===== src/rtl/assert_macros.svh =====
// Assertion macros used by the timer scheduler core.
// Every macro expects signals named clock and reset in the scope of use.
`ifndef ASSERT_MACROS_SVH
`define ASSERT_MACROS_SVH

// The antecedent implies the consequent in the same cycle.
`define ASSERT_IMPLY(label, ante, cons, msg) \
   label: assert property (@(posedge clock) disable iff (reset) (ante) |-> (cons)) \
      else $error(msg);

// The antecedent implies the consequent in the following cycle.
`define ASSERT_NEXT(label, ante, cons, msg) \
   label: assert property (@(posedge clock) disable iff (reset) (ante) |=> (cons)) \
      else $error(msg);

`endif


===== src/rtl/rrts_pkg.sv =====
// Package for the relative repeat timer scheduler.
// Holds field widths, register indexes, status codes and the control/status structs.
// No dependencies.
`timescale 1ns / 1ps
`default_nettype none

package rrts_pkg;

   // Field widths fixed by the interface.
   localparam int FIELD_TIME_W = 40;
   localparam int PERIOD_W     = 31;
   localparam int RUNS_W       = 40;
   localparam int STATUS_W     = 3;
   localparam int CSR_INDEX_W  = 3;
   localparam int CSR_DATA_W   = 40;

   // Configuration register indexes.
   localparam logic [CSR_INDEX_W-1:0] REG_START_KIND    = 3'd0;
   localparam logic [CSR_INDEX_W-1:0] REG_LIFE_BEGIN    = 3'd1;
   localparam logic [CSR_INDEX_W-1:0] REG_LIFE_END      = 3'd2;
   localparam logic [CSR_INDEX_W-1:0] REG_FIRST_DELAY   = 3'd3;
   localparam logic [CSR_INDEX_W-1:0] REG_REPEAT_PERIOD = 3'd4;
   localparam logic [CSR_INDEX_W-1:0] REG_RUN_LIMIT     = 3'd5;

   // Start kinds; only the timer start kind is served.
   localparam logic [1:0] KIND_SYSTEM_BOOT = 2'd0;
   localparam logic [1:0] KIND_TIMER_START = 2'd1;
   localparam logic [1:0] KIND_APP_START   = 2'd2;

   // Request beat modes.
   localparam logic MODE_QUERY = 1'b0;
   localparam logic MODE_FIRED = 1'b1;

   // Status codes returned with every result beat.
   typedef enum logic [STATUS_W-1:0] {
      ST_OK           = 3'd0,
      ST_OVERDUE      = 3'd1,
      ST_WAIT_REBOOT  = 3'd2,
      ST_WAIT_RESTART = 3'd3,
      ST_NO_CHANCE    = 3'd4,
      ST_BAD_TIMER    = 3'd5
   } status_type;

   // Which result the datapath forms when it loads the output register.
   typedef enum logic [2:0] {
      RES_OVERDUE_EARLY,
      RES_BAD_TIMER,
      RES_FIRST_RUN,
      RES_NO_CHANCE,
      RES_OVERDUE_LATE,
      RES_NEXT_RUN,
      RES_FIRED
   } result_kind_type;

   // Commands from the controller to the datapath.
   typedef struct packed {
      logic            capture;
      logic            calc_first;
      logic            div_start;
      logic            div_step;
      logic            count;
      logic            add_period;
      logic            bump;
      logic            load_out;
      result_kind_type kind;
   } rrts_cmd_type;

   // Status from the datapath to the controller.
   typedef struct packed {
      logic overdue;
      logic kind_bad;
      logic first_ahead;
      logic no_repeat;
      logic div_last;
      logic limit_hit;
      logic base_late;
      logic out_free;
   } rrts_sts_type;

endpackage

`default_nettype wire


===== src/rtl/rrts_ctrl.sv =====
// Controller state machine of the timer scheduler.
// Sequences one beat at a time through the datapath; depends on rrts_pkg.
`timescale 1ns / 1ps
`default_nettype none

module rrts_ctrl import rrts_pkg::*; (
   input  wire logic         clock,
   input  wire logic         reset,
   input  wire logic         req_valid,
   input  wire logic         req_mode,
   output logic              req_ready,
   output rrts_cmd_type      cmd,
   input  wire rrts_sts_type sts
);

   typedef enum logic [3:0] {
      S_IDLE,
      S_FIRST,
      S_CHECK,
      S_DIV,
      S_COUNT,
      S_LIMIT,
      S_LATE,
      S_FIRE,
      S_REPLY
   } state_type;

   state_type       state_ff, state_in;
   result_kind_type kind_ff, kind_in;

   // Next state and the result to be loaded when the reply is sent.
   always_comb begin
      state_in = state_ff;
      kind_in  = kind_ff;
      case (state_ff)
         S_IDLE: begin
            if (req_valid) begin
               state_in = (req_mode == MODE_FIRED) ? S_FIRE : S_FIRST;
            end
         end
         S_FIRST: begin
            state_in = S_CHECK;
         end
         S_CHECK: begin
            state_in = S_REPLY;
            if (sts.overdue) begin
               kind_in = RES_OVERDUE_EARLY;
            end else if (sts.kind_bad) begin
               kind_in = RES_BAD_TIMER;
            end else if (sts.first_ahead) begin
               kind_in = RES_FIRST_RUN;
            end else if (sts.no_repeat) begin
               kind_in = RES_NO_CHANCE;
            end else begin
               state_in = S_DIV;
            end
         end
         S_DIV: begin
            if (sts.div_last) begin
               state_in = S_COUNT;
            end
         end
         S_COUNT: begin
            state_in = S_LIMIT;
         end
         S_LIMIT: begin
            if (sts.limit_hit) begin
               state_in = S_REPLY;
               kind_in  = RES_NO_CHANCE;
            end else begin
               state_in = S_LATE;
            end
         end
         S_LATE: begin
            state_in = S_REPLY;
            kind_in  = sts.base_late ? RES_OVERDUE_LATE : RES_NEXT_RUN;
         end
         S_FIRE: begin
            state_in = S_REPLY;
            kind_in  = RES_FIRED;
         end
         S_REPLY: begin
            if (sts.out_free) begin
               state_in = S_IDLE;
            end
         end
         default: begin
            state_in = S_IDLE;
         end
      endcase
   end

   // State and the registered result kind.
   always_ff @(posedge clock) begin
      if (reset) begin
         state_ff <= S_IDLE;
         kind_ff  <= RES_FIRED;
      end else begin
         state_ff <= state_in;
         kind_ff  <= kind_in;
      end
   end

   // Commands decoded from the state.
   always_comb begin
      cmd            = '0;
      cmd.kind       = kind_ff;
      cmd.capture    = (state_ff == S_IDLE) && req_valid;
      cmd.calc_first = (state_ff == S_FIRST);
      cmd.div_start  = (state_ff == S_CHECK) && !sts.overdue && !sts.kind_bad
                       && !sts.first_ahead && !sts.no_repeat;
      cmd.div_step   = (state_ff == S_DIV);
      cmd.count      = (state_ff == S_COUNT);
      cmd.add_period = (state_ff == S_LIMIT);
      cmd.bump       = (state_ff == S_FIRE);
      cmd.load_out   = (state_ff == S_REPLY) && sts.out_free;
   end

   // No beat is taken while reset is held.
   assign req_ready = (state_ff == S_IDLE) && !reset;

endmodule

`default_nettype wire


===== config.mk =====
export PLATFORM = sky130hd
export DESIGN_NAME = rrts_ctrl
export DESIGN_NICKNAME = d
export VERILOG_FILES = /design/src/rtl/assert_macros.svh /design/src/rtl/rrts_pkg.sv /design/src/rtl/rrts_ctrl.sv
export SDC_FILE = /design/constraint.sdc
export NUM_CORES = 1
export LEC_CHECK = 0
export BUFFER_PORTS_ARGS = -buffer_cell sky130_fd_sc_hd__buf_4
export CELL_PAD_IN_SITES_DETAIL_PLACEMENT = 0
export CELL_PAD_IN_SITES_GLOBAL_PLACEMENT = 1
export CORE_ASPECT_RATIO = 0.9
export CORE_MARGIN = 2
export CORE_UTILIZATION = 30
export CTS_BUF_LIST = sky130_fd_sc_hd__clkbuf_8
export DETAILED_ROUTE_END_ITERATION = 12
export PLACE_DENSITY_LB_ADDON = 0.1
export SETUP_SLACK_MARGIN = 0.4
export SLEW_MARGIN = 30
export SYNTH_ARGS = -nofsm -noshare
export SYNTH_HDL_FRONTEND = slang
export SYNTH_SLANG_ARGS = --single-unit

===== constraint.sdc =====
create_clock -name clock -period 1.4 [get_ports clock]
set_clock_uncertainty 0.15 [all_clocks]
set_input_delay 0.21 -clock clock [delete_from_list [all_inputs] [get_ports clock]]
set_output_delay 0.21 -clock clock [all_outputs]
set_load 0.1 [all_outputs]

* Word-level counts from Yosys, hierarchy flattened
Index checks and enable logic that the tools add are counted.
** Storage, ports and cells
- Register bits :: 7
- Input bits :: 12
- Output and inout bits :: 12
- Word-level logic and storage cells :: 49
** Cells by class
- Equal/unequal tests :: 13
- Multiplexer cells :: 17
- Reductions and logical operators :: 17
** Operators with widths (number)
- $mux W4 :: 8
- $pmux W4 S8 :: 1
- $mux W3 :: 6
- $eq A4 B3 Y1 const B :: 4
- $pmux W3 S4 :: 1
- $eq A4 B2 Y1 const B :: 2
- $logic_and A1 B1 Y1 :: 7
- $reduce_and A3 Y1 :: 2
- $logic_not A1 Y1 :: 5
- $ne A5 B5 Y1 const B :: 1
- $eq A4 B1 Y1 const B :: 1
- $eq A4 B4 Y1 const B :: 1
- $logic_not A4 Y1 :: 1
- $ne A2 B1 Y1 const B :: 2
- $ne A2 B2 Y1 const B :: 2
- $reduce_bool A4 Y1 :: 1
- $reduce_or A2 Y1 :: 1
- $mux W1 :: 1

* Longest topological paths before layout
- Word-level depth :: 5
- Depth in mapped cells :: 5

* Least setup slack after synthesis
No wires, ideal clock.
- Kind :: register to output
- Start :: reg state_ff[1]
- End :: out cmd[9] (netlist bit)
- Data arrival time :: 3.656 ns
- Required time :: 1.040 ns
- Path slack :: -2.616 ns
- Cell stages (with the launch flop) :: 3
- Path buffers :: 1
- Path through :: dfxtp_1 buf_4 nor4b_1
** RTL lines
- from (decl) :: line rrts_ctrl.sv:28 : state_type state_ff, state_in;
- from (signal assigned) :: line rrts_ctrl.sv:99 : state_ff <= state_in;
- to (decl) :: line rrts_ctrl.sv:12 : output rrts_cmd_type cmd,

==> flow_metrics.py <==
metrics = {
    "global_routing": {
        "grt_pass1_wl_um": 3629,
        "grt_overflow": 0,
        "grt_pass1_vias": 755,
        "track_usage": 0.2297,
        "grt_max_degree": 11,
        "antenna_found_initial": 0,
    },
    "run_status": {
        "outcome": "finished, violations left",
        "violations": "negative setup slack",
    },
    "synthesis": {
        "async_flop_share": 0,
        "synth_area_leader_cell": "dfxtp_1",
        "syn-instance-count": 63,
        "netlist_area_um2": 539.3,
        "seq_area_frac_synth": 0.2599,
        "synth.top_cell.area_share": 0.2599,
        "synth-seq-cells": 7,
        "synth_area_leaders": "dfxtp_1 26%, a21oi_1 4.6%, buf_4 4.2%",
        "synth_enable_flop_cells": 0,
        "syn_nets": 75,
        "syn-mean-instance-area_um2": 8.560,
        "yosys_warnings": 0,
        "ys_dominant_reg_cell": "dfxtp_1",
        "ys_types": 32,
    },
    "placement": {
        "port-buffer-count": 23,
        "dp_slack_ns": -0.3017,
        "gp_congestion": 0.7944,
        "hpwl_um": 1234,
        "post-place-cells": 128,
    },
    "power": {
        "p_sw_mw": 1.707,
        "peakVddDrop_uv": 1759,
        "cellLeakagePower_nw": 0.5791,
        "comb_power_share": 0.784,
        "power.total_mw": 3.535,
        "p_clk_frac": 0.078,
        "p_int_mw": 1.828,
        "seq_power_share": 0.138,
        "p_sw_frac": 0.4828,
        "power_density_nw_per_um2": 2529,
    },
    "floorplanning": {
        "io_pins": 24,
        "die_h_um": 44.22,
        "dieArea_um2": 2153,
        "std_cell_rows": 14,
        "coreArea_um2": 1682,
        "initial_core_util": 0.3207,
        "fp.dieW_um": 48.69,
    },
    "worst_setup_path": {
        "crit_required_ns": 1.04,
        "timing.rr.end": "kind_ff[1]$_SDFFE_PP1P_",
        "criticalPathCategory": "register to output port",
        "critPathBufInv": 2,
        "path_max_fanout": 3,
        "regToRegSetupSlack_ns": -0.22,
        "crit_chain": "nand2b_4 > buf_4 > nor4_4 > buf_6",
        "reg2reg_depth": 5,
        "crit_cells": 4,
        "reg2reg_from": "state_ff[0]$_SDFFE_PP0P_",
        "start_kind": "register",
        "end_kind": "output port",
        "cp_top_family": "buffers and inverters",
        "arrival_ns": 1.32,
        "crit_slowest_cell": "dfxtp_4",
        "cpPeakStageDelay_ns": 0.34,
        "critPathLaunch": "state_ff[0]$_SDFFE_PP0P_",
        "crit_end": "cmd[8]",
    },
    "flow_run": {
        "cap_violations": 0,
    },
    "detailed_routing": {
        "routed_wl_um": 2303,
        "post_drt_wl_per_cell_um": 15.77,
        "drc": 0,
        "routed_via_density": 5.247,
        "first_pass_iters": 4,
        "ant_nets": 0,
        "drtIter0Drc": 10,
        "via_count": 766,
    },
    "clock_tree": {
        "clk_path_buf_depth": 2,
        "clock_latency_ns": 0.23,
        "clock-root-buffer": "clkbuf_8",
        "clk_pin_slew_ns": 0.04,
        "cts-htree-levels": 1,
        "cts_tree": "built",
        "cts_buffers": 3,
        "clock_sinks": 7,
    },
    "layout": {
        "fillers": 97,
        "antenna_cells": 0,
        "drive_above_1_share": 0.7541,
        "area_growth_syn_to_layout_pct": 159.2,
        "nets": 135,
        "layoutNonFillerInstCount": 146,
        "layout_common_cells": "35 x buf_4, 12 x buf_12, 12 x buf_6",
        "final_common_cell": "buf_4",
    },
    "timing": {
        "setup_slack_ns": -0.2824,
        "drv_slew": 0,
        "final_hold_viol_count": 0,
        "min_period_ns": 1.682,
        "max_slew.worst_pin.slew_ns": 0.3485,
        "fin_setup_tns_ns": -2.672,
        "setup_viol": 16,
        "min_period_over_period": 1.202,
        "relSlewSlack": 0.7655,
        "fmax_mhz": 594.4,
        "rsz0062_at_grt": "yes",
    },
    "min_path": {
        "hold_path.class": "input pin to register",
    },
}
[cell usage after synthesis (2+ instances only)]
cell,count
a21oi_1,5
and3b_1,2
buf_4,3
dfxtp_1,7
nand2_1,3
nand2b_1,2
nand3b_1,3
nor2_1,5
nor2b_1,3
nor3_1,4
nor4_1,3
o21ai_1,2
o21bai_1,2
[how the worst min path moves through the flow]
stage                from                       end  depth (start not counted)
floorplan           reset   kind_ff[0]$_SDFFE_PP0P_                          1
global placement    reset  state_ff[3]$_SDFFE_PP0P_                          2
detailed placement  reset   kind_ff[0]$_SDFFE_PP0P_                          2
CTS                 reset   kind_ff[0]$_SDFFE_PP0P_                          2
global route        reset  state_ff[3]$_SDFFE_PP0P_                          2
finish              reset   kind_ff[0]$_SDFFE_PP0P_                          2
[registers in the layout, summed over array words and instances (netlist names)]
register  flops
state_ff      4
kind_ff       3
[repair_timing]
item	CTS	global route
pin swaps	6	9
hold endpoints to repair	0	0
resized for setup	47	4
setup endpoints to repair	19	19
hold buffers	0	0
buffers inserted	9	5
[power by group through the flow]
stage          Clock [mW]  Combinational (mW)  Sequential, mW
2_1_floorplan           0                1.29           0.677
3_3_place_gp            0                2.01           0.462
3_5_place_dp            0                2.02           0.461
4_1_cts             0.284                2.62           0.471
5_1_grt             0.296                2.87           0.495
6_report            0.276                2.77           0.487
[logic make-up after synthesis]
logic type | count (synthesis) | share of synthesized area
AOI/OAI and AO/OA | 16 | 0.2181
buffers and inverters | 4 | 0.06264
DFF | 7 | 0.2599
and+or+nand+nor | 36 | 0.4594
[routing by layer]
metal | vias up | wire length, µm | global-route usage
li1 | 362 | - | -
met1 | 371 | 923 | 0.2563
met2 | 31 | 1256 | 0.4247
met3 | 2 | 107 | 0.06419
met4 | 0 | 16 | 0.08571
met5 | - | 0 | 0
[metrics by stage]
| step | hold slack [ns] | utilization | cell area [µm²] |
|---|---|---|---|
| global placement | 0.2807 | 0.6071 | 1021 |
| floorplan | 0.1151 | - | 696.9 |
| detailed placement | 0.2818 | 0.6071 | 1021 |
| finish | 0.05311 | 0.8311 | 1398 |
| global route | 0.05894 | 0.8311 | 1398 |
| CTS | 0.04030 | 0.7999 | 1345 |
[area by class of cell]
type                            count  area (µm²)  share of cell area
Multi-Input combinational cell     52       525.5              0.3760
Tap cell                           24       30.03             0.02149
Clock inverter                      1       3.754            0.002686
Timing Repair Buffer               59       638.1              0.4566
Sequential cell                     7       158.9              0.1137
Clock buffer                        3       41.29             0.02954
No activity file was read; power rests on OpenSTA's default activity.
