`src/rtl/assert_macros.svh`:
```
// Assertion macros used by the timer scheduler core.
// Every macro expects signals named clock and reset in the scope of use.
`ifndef ASSERT_MACROS_SVH
`define ASSERT_MACROS_SVH

// The antecedent implies the consequent in the same cycle.
`define ASSERT_IMPLY(label, ante, cons, msg) \
   label: assert property (@(posedge clock) disable iff (reset) (ante) |-> (cons)) \
      else $error(msg);

// The antecedent implies the consequent in the following cycle.
`define ASSERT_NEXT(label, ante, cons, msg) \
   label: assert property (@(posedge clock) disable iff (reset) (ante) |=> (cons)) \
      else $error(msg);

`endif

```
`src/rtl/rrts_pkg.sv`:
```
// Package for the relative repeat timer scheduler.
// Holds field widths, register indexes, status codes and the control/status structs.
// No dependencies.
`timescale 1ns / 1ps
`default_nettype none

package rrts_pkg;

   // Field widths fixed by the interface.
   localparam int FIELD_TIME_W = 40;
   localparam int PERIOD_W     = 31;
   localparam int RUNS_W       = 40;
   localparam int STATUS_W     = 3;
   localparam int CSR_INDEX_W  = 3;
   localparam int CSR_DATA_W   = 40;

   // Configuration register indexes.
   localparam logic [CSR_INDEX_W-1:0] REG_START_KIND    = 3'd0;
   localparam logic [CSR_INDEX_W-1:0] REG_LIFE_BEGIN    = 3'd1;
   localparam logic [CSR_INDEX_W-1:0] REG_LIFE_END      = 3'd2;
   localparam logic [CSR_INDEX_W-1:0] REG_FIRST_DELAY   = 3'd3;
   localparam logic [CSR_INDEX_W-1:0] REG_REPEAT_PERIOD = 3'd4;
   localparam logic [CSR_INDEX_W-1:0] REG_RUN_LIMIT     = 3'd5;

   // Start kinds; only the timer start kind is served.
   localparam logic [1:0] KIND_SYSTEM_BOOT = 2'd0;
   localparam logic [1:0] KIND_TIMER_START = 2'd1;
   localparam logic [1:0] KIND_APP_START   = 2'd2;

   // Request beat modes.
   localparam logic MODE_QUERY = 1'b0;
   localparam logic MODE_FIRED = 1'b1;

   // Status codes returned with every result beat.
   typedef enum logic [STATUS_W-1:0] {
      ST_OK           = 3'd0,
      ST_OVERDUE      = 3'd1,
      ST_WAIT_REBOOT  = 3'd2,
      ST_WAIT_RESTART = 3'd3,
      ST_NO_CHANCE    = 3'd4,
      ST_BAD_TIMER    = 3'd5
   } status_type;

   // Which result the datapath forms when it loads the output register.
   typedef enum logic [2:0] {
      RES_OVERDUE_EARLY,
      RES_BAD_TIMER,
      RES_FIRST_RUN,
      RES_NO_CHANCE,
      RES_OVERDUE_LATE,
      RES_NEXT_RUN,
      RES_FIRED
   } result_kind_type;

   // Commands from the controller to the datapath.
   typedef struct packed {
      logic            capture;
      logic            calc_first;
      logic            div_start;
      logic            div_step;
      logic            count;
      logic            add_period;
      logic            bump;
      logic            load_out;
      result_kind_type kind;
   } rrts_cmd_type;

   // Status from the datapath to the controller.
   typedef struct packed {
      logic overdue;
      logic kind_bad;
      logic first_ahead;
      logic no_repeat;
      logic div_last;
      logic limit_hit;
      logic base_late;
      logic out_free;
   } rrts_sts_type;

endpackage

`default_nettype wire

```
`src/rtl/rrts_datapath.sv`:
```
// Datapath of the timer scheduler: configuration, run count, divider and output register.
// Driven by rrts_ctrl through the command struct; depends on rrts_pkg.
`timescale 1ns / 1ps
`default_nettype none

module rrts_datapath import rrts_pkg::*; #(
   parameter int TIME_BITS = 40
) (
   input  wire logic                    clock,
   input  wire logic                    reset,
   input  wire logic                    csr_wr_en,
   input  wire logic [CSR_INDEX_W-1:0]  csr_index,
   input  wire logic [CSR_DATA_W-1:0]   csr_wdata,
   input  wire logic [FIELD_TIME_W-1:0] req_test_time,
   input  wire rrts_cmd_type            cmd,
   output rrts_sts_type                 sts,
   input  wire logic                    rsp_ready,
   output logic                         rsp_valid,
   output logic [STATUS_W-1:0]          rsp_status,
   output logic [FIELD_TIME_W-1:0]      rsp_next_run_time,
   output logic [PERIOD_W-1:0]          rsp_period_out,
   output logic                         rsp_stop_now
);

   localparam int CntW = $clog2(TIME_BITS);

   // Configuration registers.
   logic [1:0]              start_kind_ff, start_kind_in;
   logic [FIELD_TIME_W-1:0] life_begin_ff, life_begin_in;
   logic [FIELD_TIME_W-1:0] life_end_ff, life_end_in;
   logic [PERIOD_W-1:0]     first_delay_ff, first_delay_in;
   logic [PERIOD_W-1:0]     repeat_period_ff, repeat_period_in;
   logic [PERIOD_W-1:0]     run_limit_ff, run_limit_in;

   // Working registers.
   logic [RUNS_W-1:0]    runs_done_ff, runs_done_in;
   logic [TIME_BITS-1:0] test_ff, test_in;
   logic [TIME_BITS-1:0] first_ff, first_in;
   logic [TIME_BITS-1:0] quot_ff, quot_in;
   logic [PERIOD_W-1:0]  rem_ff, rem_in;
   logic [CntW-1:0]      cnt_ff, cnt_in;
   logic [TIME_BITS-1:0] base_ff, base_in;

   // Output register.
   logic                    out_valid_ff, out_valid_in;
   logic [STATUS_W-1:0]     out_status_ff, out_status_in;
   logic [FIELD_TIME_W-1:0] out_next_ff, out_next_in;
   logic [PERIOD_W-1:0]     out_period_ff, out_period_in;
   logic                    out_stop_ff, out_stop_in;

   logic [TIME_BITS-1:0] life_begin_w;
   logic [TIME_BITS-1:0] life_end_w;
   logic [PERIOD_W:0]    trial;
   logic [PERIOD_W:0]    divisor;
   logic                 trial_ge;
   logic [63:0]          quot_wide;
   logic                 limit_hit;

   // Sum that sticks at all ones of the time width.
   function automatic logic [TIME_BITS-1:0] sat_add(input logic [TIME_BITS-1:0] a,
                                                     input logic [PERIOD_W-1:0]  b);
      logic [TIME_BITS:0] s;
      s = (TIME_BITS+1)'(a) + (TIME_BITS+1)'(b);
      return s[TIME_BITS] ? '1 : s[TIME_BITS-1:0];
   endfunction

   assign life_begin_w = TIME_BITS'(life_begin_ff);
   assign life_end_w   = TIME_BITS'(life_end_ff);

   // Configuration writes.
   always_comb begin
      start_kind_in    = start_kind_ff;
      life_begin_in    = life_begin_ff;
      life_end_in      = life_end_ff;
      first_delay_in   = first_delay_ff;
      repeat_period_in = repeat_period_ff;
      run_limit_in     = run_limit_ff;
      if (csr_wr_en) begin
         case (csr_index)
            REG_START_KIND:    start_kind_in    = csr_wdata[1:0];
            REG_LIFE_BEGIN:    life_begin_in    = csr_wdata[FIELD_TIME_W-1:0];
            REG_LIFE_END:      life_end_in      = csr_wdata[FIELD_TIME_W-1:0];
            REG_FIRST_DELAY:   first_delay_in   = csr_wdata[PERIOD_W-1:0];
            REG_REPEAT_PERIOD: repeat_period_in = csr_wdata[PERIOD_W-1:0];
            REG_RUN_LIMIT:     run_limit_in     = csr_wdata[PERIOD_W-1:0];
            default: begin
            end
         endcase
      end
   end

   // One restoring divide step: shift in the next dividend bit and try the subtraction.
   assign divisor  = {1'b0, repeat_period_ff};
   assign trial    = {rem_ff, quot_ff[TIME_BITS-1]};
   assign trial_ge = (trial >= divisor);

   // Quotient widened so that it can be clipped to the run counter.
   assign quot_wide = 64'(quot_ff);
   assign limit_hit = (run_limit_ff != '0) && (runs_done_ff >= RUNS_W'(run_limit_ff));

   // Working register updates.
   always_comb begin
      test_in      = test_ff;
      first_in     = first_ff;
      quot_in      = quot_ff;
      rem_in       = rem_ff;
      cnt_in       = cnt_ff;
      base_in      = base_ff;
      runs_done_in = runs_done_ff;
      if (cmd.capture) begin
         test_in = TIME_BITS'(req_test_time);
      end
      if (cmd.calc_first) begin
         first_in = sat_add(life_begin_w, first_delay_ff);
      end
      if (cmd.div_start) begin
         quot_in = test_ff - first_ff;
         rem_in  = '0;
         cnt_in  = '0;
      end
      if (cmd.div_step) begin
         quot_in = {quot_ff[TIME_BITS-2:0], trial_ge};
         rem_in  = trial_ge ? PERIOD_W'(trial - divisor) : trial[PERIOD_W-1:0];
         cnt_in  = cnt_ff + 1'b1;
      end
      if (cmd.count) begin
         runs_done_in = (quot_wide[63:RUNS_W] != '0) ? '1 : quot_wide[RUNS_W-1:0];
         base_in      = test_ff - TIME_BITS'(rem_ff);
      end
      if (cmd.add_period) begin
         base_in = sat_add(base_ff, repeat_period_ff);
      end
      if (cmd.bump && (runs_done_ff != '1)) begin
         runs_done_in = runs_done_ff + 1'b1;
      end
   end

   // Status towards the controller.
   always_comb begin
      sts.overdue     = (test_ff >= life_end_w);
      sts.kind_bad    = (start_kind_ff != KIND_TIMER_START);
      sts.first_ahead = (first_ff > test_ff);
      sts.no_repeat   = (repeat_period_ff == '0);
      sts.div_last    = (cnt_ff == CntW'(TIME_BITS - 1));
      sts.limit_hit   = limit_hit;
      sts.base_late   = (base_ff >= life_end_w);
      sts.out_free    = !out_valid_ff || rsp_ready;
   end

   // Result formed from the registered kind when the controller loads the output.
   always_comb begin
      out_valid_in  = out_valid_ff && !rsp_ready;
      out_status_in = out_status_ff;
      out_next_in   = out_next_ff;
      out_period_in = out_period_ff;
      out_stop_in   = out_stop_ff;
      if (cmd.load_out) begin
         out_valid_in  = 1'b1;
         out_status_in = ST_OK;
         out_next_in   = '0;
         out_period_in = repeat_period_ff;
         out_stop_in   = 1'b0;
         case (cmd.kind)
            RES_OVERDUE_EARLY: begin
               out_status_in = ST_OVERDUE;
               out_period_in = '0;
            end
            RES_BAD_TIMER: begin
               out_status_in = ST_BAD_TIMER;
               out_period_in = '0;
            end
            RES_FIRST_RUN: begin
               out_next_in = FIELD_TIME_W'(first_ff);
            end
            RES_NO_CHANCE: begin
               out_status_in = ST_NO_CHANCE;
            end
            RES_OVERDUE_LATE: begin
               out_status_in = ST_OVERDUE;
            end
            RES_NEXT_RUN: begin
               out_next_in = FIELD_TIME_W'(base_ff);
            end
            RES_FIRED: begin
               out_period_in = '0;
               out_stop_in   = limit_hit;
            end
            default: begin
            end
         endcase
      end
   end

   // Control and configuration registers take reset; payload does not.
   always_ff @(posedge clock) begin
      if (reset) begin
         start_kind_ff    <= KIND_TIMER_START;
         life_begin_ff    <= '0;
         life_end_ff      <= '1;
         first_delay_ff   <= '0;
         repeat_period_ff <= '0;
         run_limit_ff     <= '0;
         runs_done_ff     <= '0;
         out_valid_ff     <= 1'b0;
      end else begin
         start_kind_ff    <= start_kind_in;
         life_begin_ff    <= life_begin_in;
         life_end_ff      <= life_end_in;
         first_delay_ff   <= first_delay_in;
         repeat_period_ff <= repeat_period_in;
         run_limit_ff     <= run_limit_in;
         runs_done_ff     <= runs_done_in;
         out_valid_ff     <= out_valid_in;
      end
   end

   always_ff @(posedge clock) begin
      test_ff       <= test_in;
      first_ff      <= first_in;
      quot_ff       <= quot_in;
      rem_ff        <= rem_in;
      cnt_ff        <= cnt_in;
      base_ff       <= base_in;
      out_status_ff <= out_status_in;
      out_next_ff   <= out_next_in;
      out_period_ff <= out_period_in;
      out_stop_ff   <= out_stop_in;
   end

   assign rsp_valid         = out_valid_ff;
   assign rsp_status        = out_status_ff;
   assign rsp_next_run_time = out_next_ff;
   assign rsp_period_out    = out_period_ff;
   assign rsp_stop_now      = out_stop_ff;

endmodule

`default_nettype wire

```
`config.mk`:
```
export PLATFORM = sky130hd
export DESIGN_NAME = rrts_datapath
export DESIGN_NICKNAME = d
export VERILOG_FILES = /design/src/rtl/assert_macros.svh /design/src/rtl/rrts_pkg.sv /design/src/rtl/rrts_datapath.sv
export SDC_FILE = /design/constraint.sdc
export NUM_CORES = 1
export LEC_CHECK = 0
export ABC_AREA = 0
export BUFFER_PORTS_ARGS = -buffer_cell sky130_fd_sc_hd__clkbuf_2
export CAP_MARGIN = 20
export CORE_MARGIN = 2
export CORE_UTILIZATION = 35
export CTS_BUF_LIST = sky130_fd_sc_hd__clkbuf_8
export CTS_CLUSTER_SIZE = 25
export DETAILED_ROUTE_END_ITERATION = 6
export GPL_ROUTABILITY_DRIVEN = 0
export PLACE_DENSITY = 0.52
export SLEW_MARGIN = 20
export SYNTH_ARGS = -nofsm -noshare
export SYNTH_HDL_FRONTEND = slang
export SYNTH_SLANG_ARGS = --single-unit
```
`constraint.sdc`:
```
create_clock -name clock -period 6.8 [get_ports clock]
set_clock_uncertainty 0.2 [all_clocks]
set_input_delay 1.36 -clock clock [delete_from_list [all_inputs] [get_ports clock]]
set_output_delay 1.36 -clock clock [all_outputs]
set_load 0.005 [all_outputs]
```
## Yosys cells after proc, flatten, opt, wreduce, memory -nomap -nowiden

Index checks and enable logic that the tools add are counted.

| word-level totals | value |
|---|---|
| flip-flop bits (word level) | 488 |
| bits in writable memories | 0 |
| bits in latches | 0 |
| logic and storage cells | 80 |
| ROM bits | 0 |
| memories | 0 |
| output and inout bits | 84 |

| cells by class | value |
|---|---|
| multiply operators | 0 |
| equal/unequal tests | 14 |
| $add $sub $neg | 7 |
| $lt $le $gt $ge | 5 |
| div/mod/pow operators | 0 |
| shifts and indexed selects | 0 |
| muxes and demuxes | 15 |
| reduce and logical (&&, ||, !) cells | 21 |
| bitwise operators | 0 |

Operators with widths:

| operator | count |
|---|---|
| $mux W40 | 7 |
| $mux W31 | 3 |
| $add A40 B31 Y41 | 2 |
| $ge A40 B40 Y1 | 2 |
| $pmux W40 S2 | 1 |
| $add A40 B1 Y40 const B | 1 |
| $ge A40 B31 Y1 | 1 |
| $gt A40 B40 Y1 | 1 |
| $ne A40 B40 Y1 const B | 1 |
| $sub A40 B31 Y40 | 1 |
| $sub A40 B40 Y40 | 1 |
| $ge A32 B31 Y1 | 1 |
| $logic_not A31 Y1 | 1 |
| $reduce_bool A31 Y1 | 1 |
| $sub A31 B31 Y31 | 1 |
| $eq A3 B3 Y1 const B | 5 |
| $eq A3 B2 Y1 const B | 4 |
| $mux W6 | 2 |
| $reduce_and A2 Y1 | 6 |
| $pmux W3 S3 | 1 |
| $add A6 B1 Y6 const B | 1 |
| $eq A3 B1 Y1 const B | 2 |
| $eq A6 B6 Y1 const B | 1 |
| $logic_not A3 Y1 | 2 |
| 8 further kinds | 13 |

## Longest topological paths before layout

| depth | value |
|---|---|
| word-level depth | 3 |
| mapped depth | 14 |
| depth with buffers taken out | 13 |

## Least setup slack after synthesis

Ideal clock, no wire load.

| path | value |
|---|---|
| path type | reg2out |
| start | reg test_ff[0] |
| end | out sts[5] (netlist name) |
| path slack | 2,591 ps |
| stages on the path, launching flop included | 14 |
| required time | 5,240 ps |
| arrival | 2,649 ps |
| path buffers | 0 |
| cells stage by stage | edfxtp_1 > inv_1 > ha_1 > inv_1 > fa_1 > a211o_1 > o211ai_1 > a2111oi_0 > o21a_1 > a21oi_2 > o311ai_1 > nand3b_1 > a21oi_1 > a211oi_1 |

RTL lines:

| what | line | source |
|---|---|---|
| start: declaration | rrts_datapath.sv:37 | `logic [TIME_BITS-1:0] test_ff, test_in;` |
| start signal: assignment | rrts_datapath.sv:218 | `test_ff <= test_in;` |
| end: declaration | rrts_datapath.sv:16 | `output rrts_sts_type sts,` |

==> summary by stage <==
Run status
The flow ran to the end, and the final reports show no timing, DRC or antenna violations.

Logic synthesis
The share of synthesized area in the top cell type comes to 26.3%. In this run, distinct cell masters in the synthesized netlist total 93. The synthesized design contains approximately 490 register bits. The async set or reset register ratio after synthesis is 0%. The synthesized instance count is approximately 3,500. The yosys synthesis warning count is 0. The synthesized netlist occupies a cell area of just over 30,000 µm². Summing the sequential cell areas from Yosys gives around two fifths of the chip area. In this run the mean area of a mapped cell was a little under 9 µm². The synthesized design contains 271 enable-type register cells. The number of nets handed over by synthesis was 3,851.

After synthesis, the cell types taking the most area are edfxtp_1 (26%), dfxtp_1 (14%), ha_1 (11%). The commonest register cell after synthesis is edfxtp_1. The most area-hungry cell type in the Yosys netlist is edfxtp_1.

Setup path
The largest single stage delay on the critical path is 0.98 ns. The type of the worst setup path is reg -> out. For the worst setup path, the data required time is 5.24 ns. The highest fanout seen on the critical path is 7. For the worst setup path, the data arrival time is about 4.5 ns.

The highest-delay cell along the critical path is a2111oi_0. The capturing element type of the critical path is a primary output. Traced cell by cell, the critical path runs through ha_1 > and4_1 > nand3_1 > a2111oi_0 > o21a_1 > a21oi_2 > o311ai_1 > nand3b_1 > a21oi_1 > a211oi_1 > clkbuf_2.

STA classifies the critical path startpoint as a flop.

STA
The part of the cycle the worst path needs is ~89%. Setup repair after global routing left no endpoint under its margin. The fmax is around 170 MHz. The worst pin sits at a relative slew slack of between 20% and 30%. Subtracting the final worst setup slack from the clock period gives just over 6 ns. The number of hold violations in the final report came to 0. The final setup TNS is 0 ns. For the pin with the worst max-slew slack, the measured transition is about 1.2 ns. Setup slack closes at approximately 0.74 ns. The count of final setup violators is 0. The number of max-slew violations in the final report came to 0.

Pwr
The proportion of power drawn by combinational gates is a little under two fifths. The analysis attributes to cell leakage a power of about 15 nW. Cell internal power was estimated by the tool at 6.88 mW. The switching share of total power is about two fifths. The worst supply voltage drop on vdd is around 0.00017 V. The total power density per cell area is around 320 nW/µm².

The part of the power in registers is between 30% and 40%. The share of total power dissipated in the clock network is 27.5%. Power comes to about 11 mW. The switching power is roughly 4.2 mW.

Cells and area
The count of cells in the finished layout, fillers not included, comes to 4,864. After filler insertion, the fill cell instance count of the layout stands at between 8,000 and 9,000. The storage element area is ~12,000 µm². The area growth from synthesis to layout is 13.0%. The post-route netlist has around 11% of its cells at a drive strength greater than 1. In the layout the commonest cells are nand2_1 (490), a21oi_1 (338), ha_1 (277). In the final layout, the multi-input gates occupy 17,100 µm². Leaving out fill and tap cells, the most frequent cell in the layout is nand2_1.

In the final design database the tool counted between 4,000 and 5,000 nets. At the end of the flow the core is filled with cells to between 40% and 50%.

Routing
Using the TritonRoute via totals, the vias-per-cell ratio works out to 5.49. The routed layout has around 27,000 vias. The number of nets still failing antenna checks after routing is 0.

In the routed design, unresolved DRC markers number 0. The number of DRC violations after detailed-routing iteration 0 is approximately 2,100. The final routed wirelength across all metal layers is 106 mm.

The routed wirelength normalized by instance count is 21.8 µm. The first detailed-routing pass ran for 6 iterations.

Clock tree
For the worst-skew pair, the clock arrives at the later sink with an insertion delay of about 0.71 ns. The root buffer cell is clkbuf_8. Counting along the longest clock path gives a buffer depth of 3. The TritonCTS buffer count is between 90 and 100. Clock-pin slew was measured on the worst setup and hold paths at about 0.06 ns. The quantity of gates resized following cts is 0. TritonCTS built the clock tree. The number of levels in the clock H-tree is 3. The sink count of the clock tree is a little under 500. The count of hold buffers inserted by post-cts repair is 0. The total setup buffers inserted after CTS is 0.

Job
The max-cap check violation count is 0.

Global routing
The largest net degree at the start of global routing is between 100 and 150. In this run the most used layer during global routing was met2. The overall fraction of global-route tracks in use is 23.0%.

The number of antenna violations at the first check in global routing was 10. In the global route stage, met2 resource usage came out at roughly 36%. The wire length of the first global-routing pass is about 160 mm. The number of global-route vias before repair came to 25,300. In the global route stage, met3 resource usage came out at 3.26%. The overall overflow remaining after global route is 0.

Global routing used 31.7% of the available met1 tracks.

Die
During I/O placement, the number of pins put on the boundary was approximately 180. From bottom edge to top edge, the die measures around 300 µm. The area of the placeable core is 87,200 µm². The horizontal die dimension is around 300 µm. The starting utilization of the core area is a little over a third. The floorplan die area is ~91,000 µm².

Row generation in the floorplan step produced 108 rows.

Placement
The wire-length estimate of the detail-placed layout is 80.6 mm. Once placement completed, the tool counted placed cells totaling about 4,700. Prior to clock tree synthesis, the placed netlist has a worst setup slack of 1.62 ns. The number of port buffers is between 150 and 200.

Worst hold path
The class of the worst hold path is reg -> reg.
worst max-delay path, delay by kind of cell, from the launching register on:
kind	cells	cell delay, ns
DFF	1	0.45
buffers and inverters	1	0.15
and+or+nand+nor	3	0.67
adders and majority gates	1	0.43
AOI/OAI and AO/OA	6	2.09
per-stage QoR:
step                hold slack (ns)  cell area (µm²)
floorplan                     0.240            30900
global placement              0.246            33000
detailed placement            0.252            33000
CTS                           0.261            34900
global route                  0.278            34900
finish                        0.257            34900
synthesized netlist by cell type (42+ instances only):
cell type  number
nor3_1         61
a211o_1        52
a21o_1        142
clkbuf_1      136
nand3_1        67
nand4_1        50
o21ai_0       165
ha_1          277
xnor2_1        83
inv_1         219
nand2_1       491
xor2_1         56
nor2_1        206
dfxtp_1       216
a21oi_1       338
and2_1         42
edfxtp_1      271
metal layers:
layer  up-vias  share of wire (%)
met2       860                 45
met1     12700                 45
met3       187                5.9
li1      13000                  -
met5         -             0.0085
met4         2                4.0
power groups by stage:
stage	Sequential (mW)	Combinational (mW)	Clock (mW)
3_3_place_gp	4.05	4.01	0
2_1_floorplan	3.84	2.97	0
4_1_cts	3.99	4.04	3.13
5_1_grt	4.01	4.55	3.26
3_5_place_dp	4.05	4.01	0
6_report	3.98	4.07	3.05
cells by family after synthesis:
| logic type | Yosys count | share of synthesized area (%) |
|---|---|---|
| and+or+nand+nor | 1132 | 17.1 |
| AOI/OAI and AO/OA | 1047 | 22.1 |
| DFF | 487 | 40.4 |
| buffers and inverters | 373 | 4.63 |
| adders and majority gates | 282 | 11.5 |
| xor gates and xnor gates | 139 | 3.94 |
| muxes | 10 | 0.356 |
| other | 1 | 0.0121 |
layout make-up:
type / instances / area share [%]
Antenna cell: 2 / 0.0143
Clock buffer: 101 / 3.98
Clock inverter: 71 / 1.49
Inverter: 220 / 2.37
Multi-Input combinational cell: 2611 / 48.9
Sequential cell: 487 / 35.7
Tap cell: 1155 / 4.14
Timing Repair Buffer: 217 / 3.40
state kept, by name, indices dropped and copies added (netlist names), 31 cells and up:
name / cells
base_ff: 40
first_delay_ff: 31
first_ff: 40
life_begin_ff: 40
life_end_ff: 40
quot_ff: 40
rem_ff: 31
repeat_period_ff: 31
rsp_next_run_time: 40
rsp_period_out: 31
run_limit_ff: 31
runs_done_ff: 40
test_ff: 40
worst paths after layout:
| check | start | endpoint | slack [ns] | cells past startpoint |
|---|---|---|---|---|
| max | test_ff[14] | sts[5] | 0.74 | 11 |
| min | first_delay_ff[24] | first_delay_ff[24] | 0.26 | 2 |
| max reg2reg | rem_ff[24] | rem_ff[16] | 2.21 | 11 |
| min reg2reg | first_delay_ff[24] | first_delay_ff[24] | 0.26 | 2 |
Note: power is estimated with default switching activity, not from simulation.
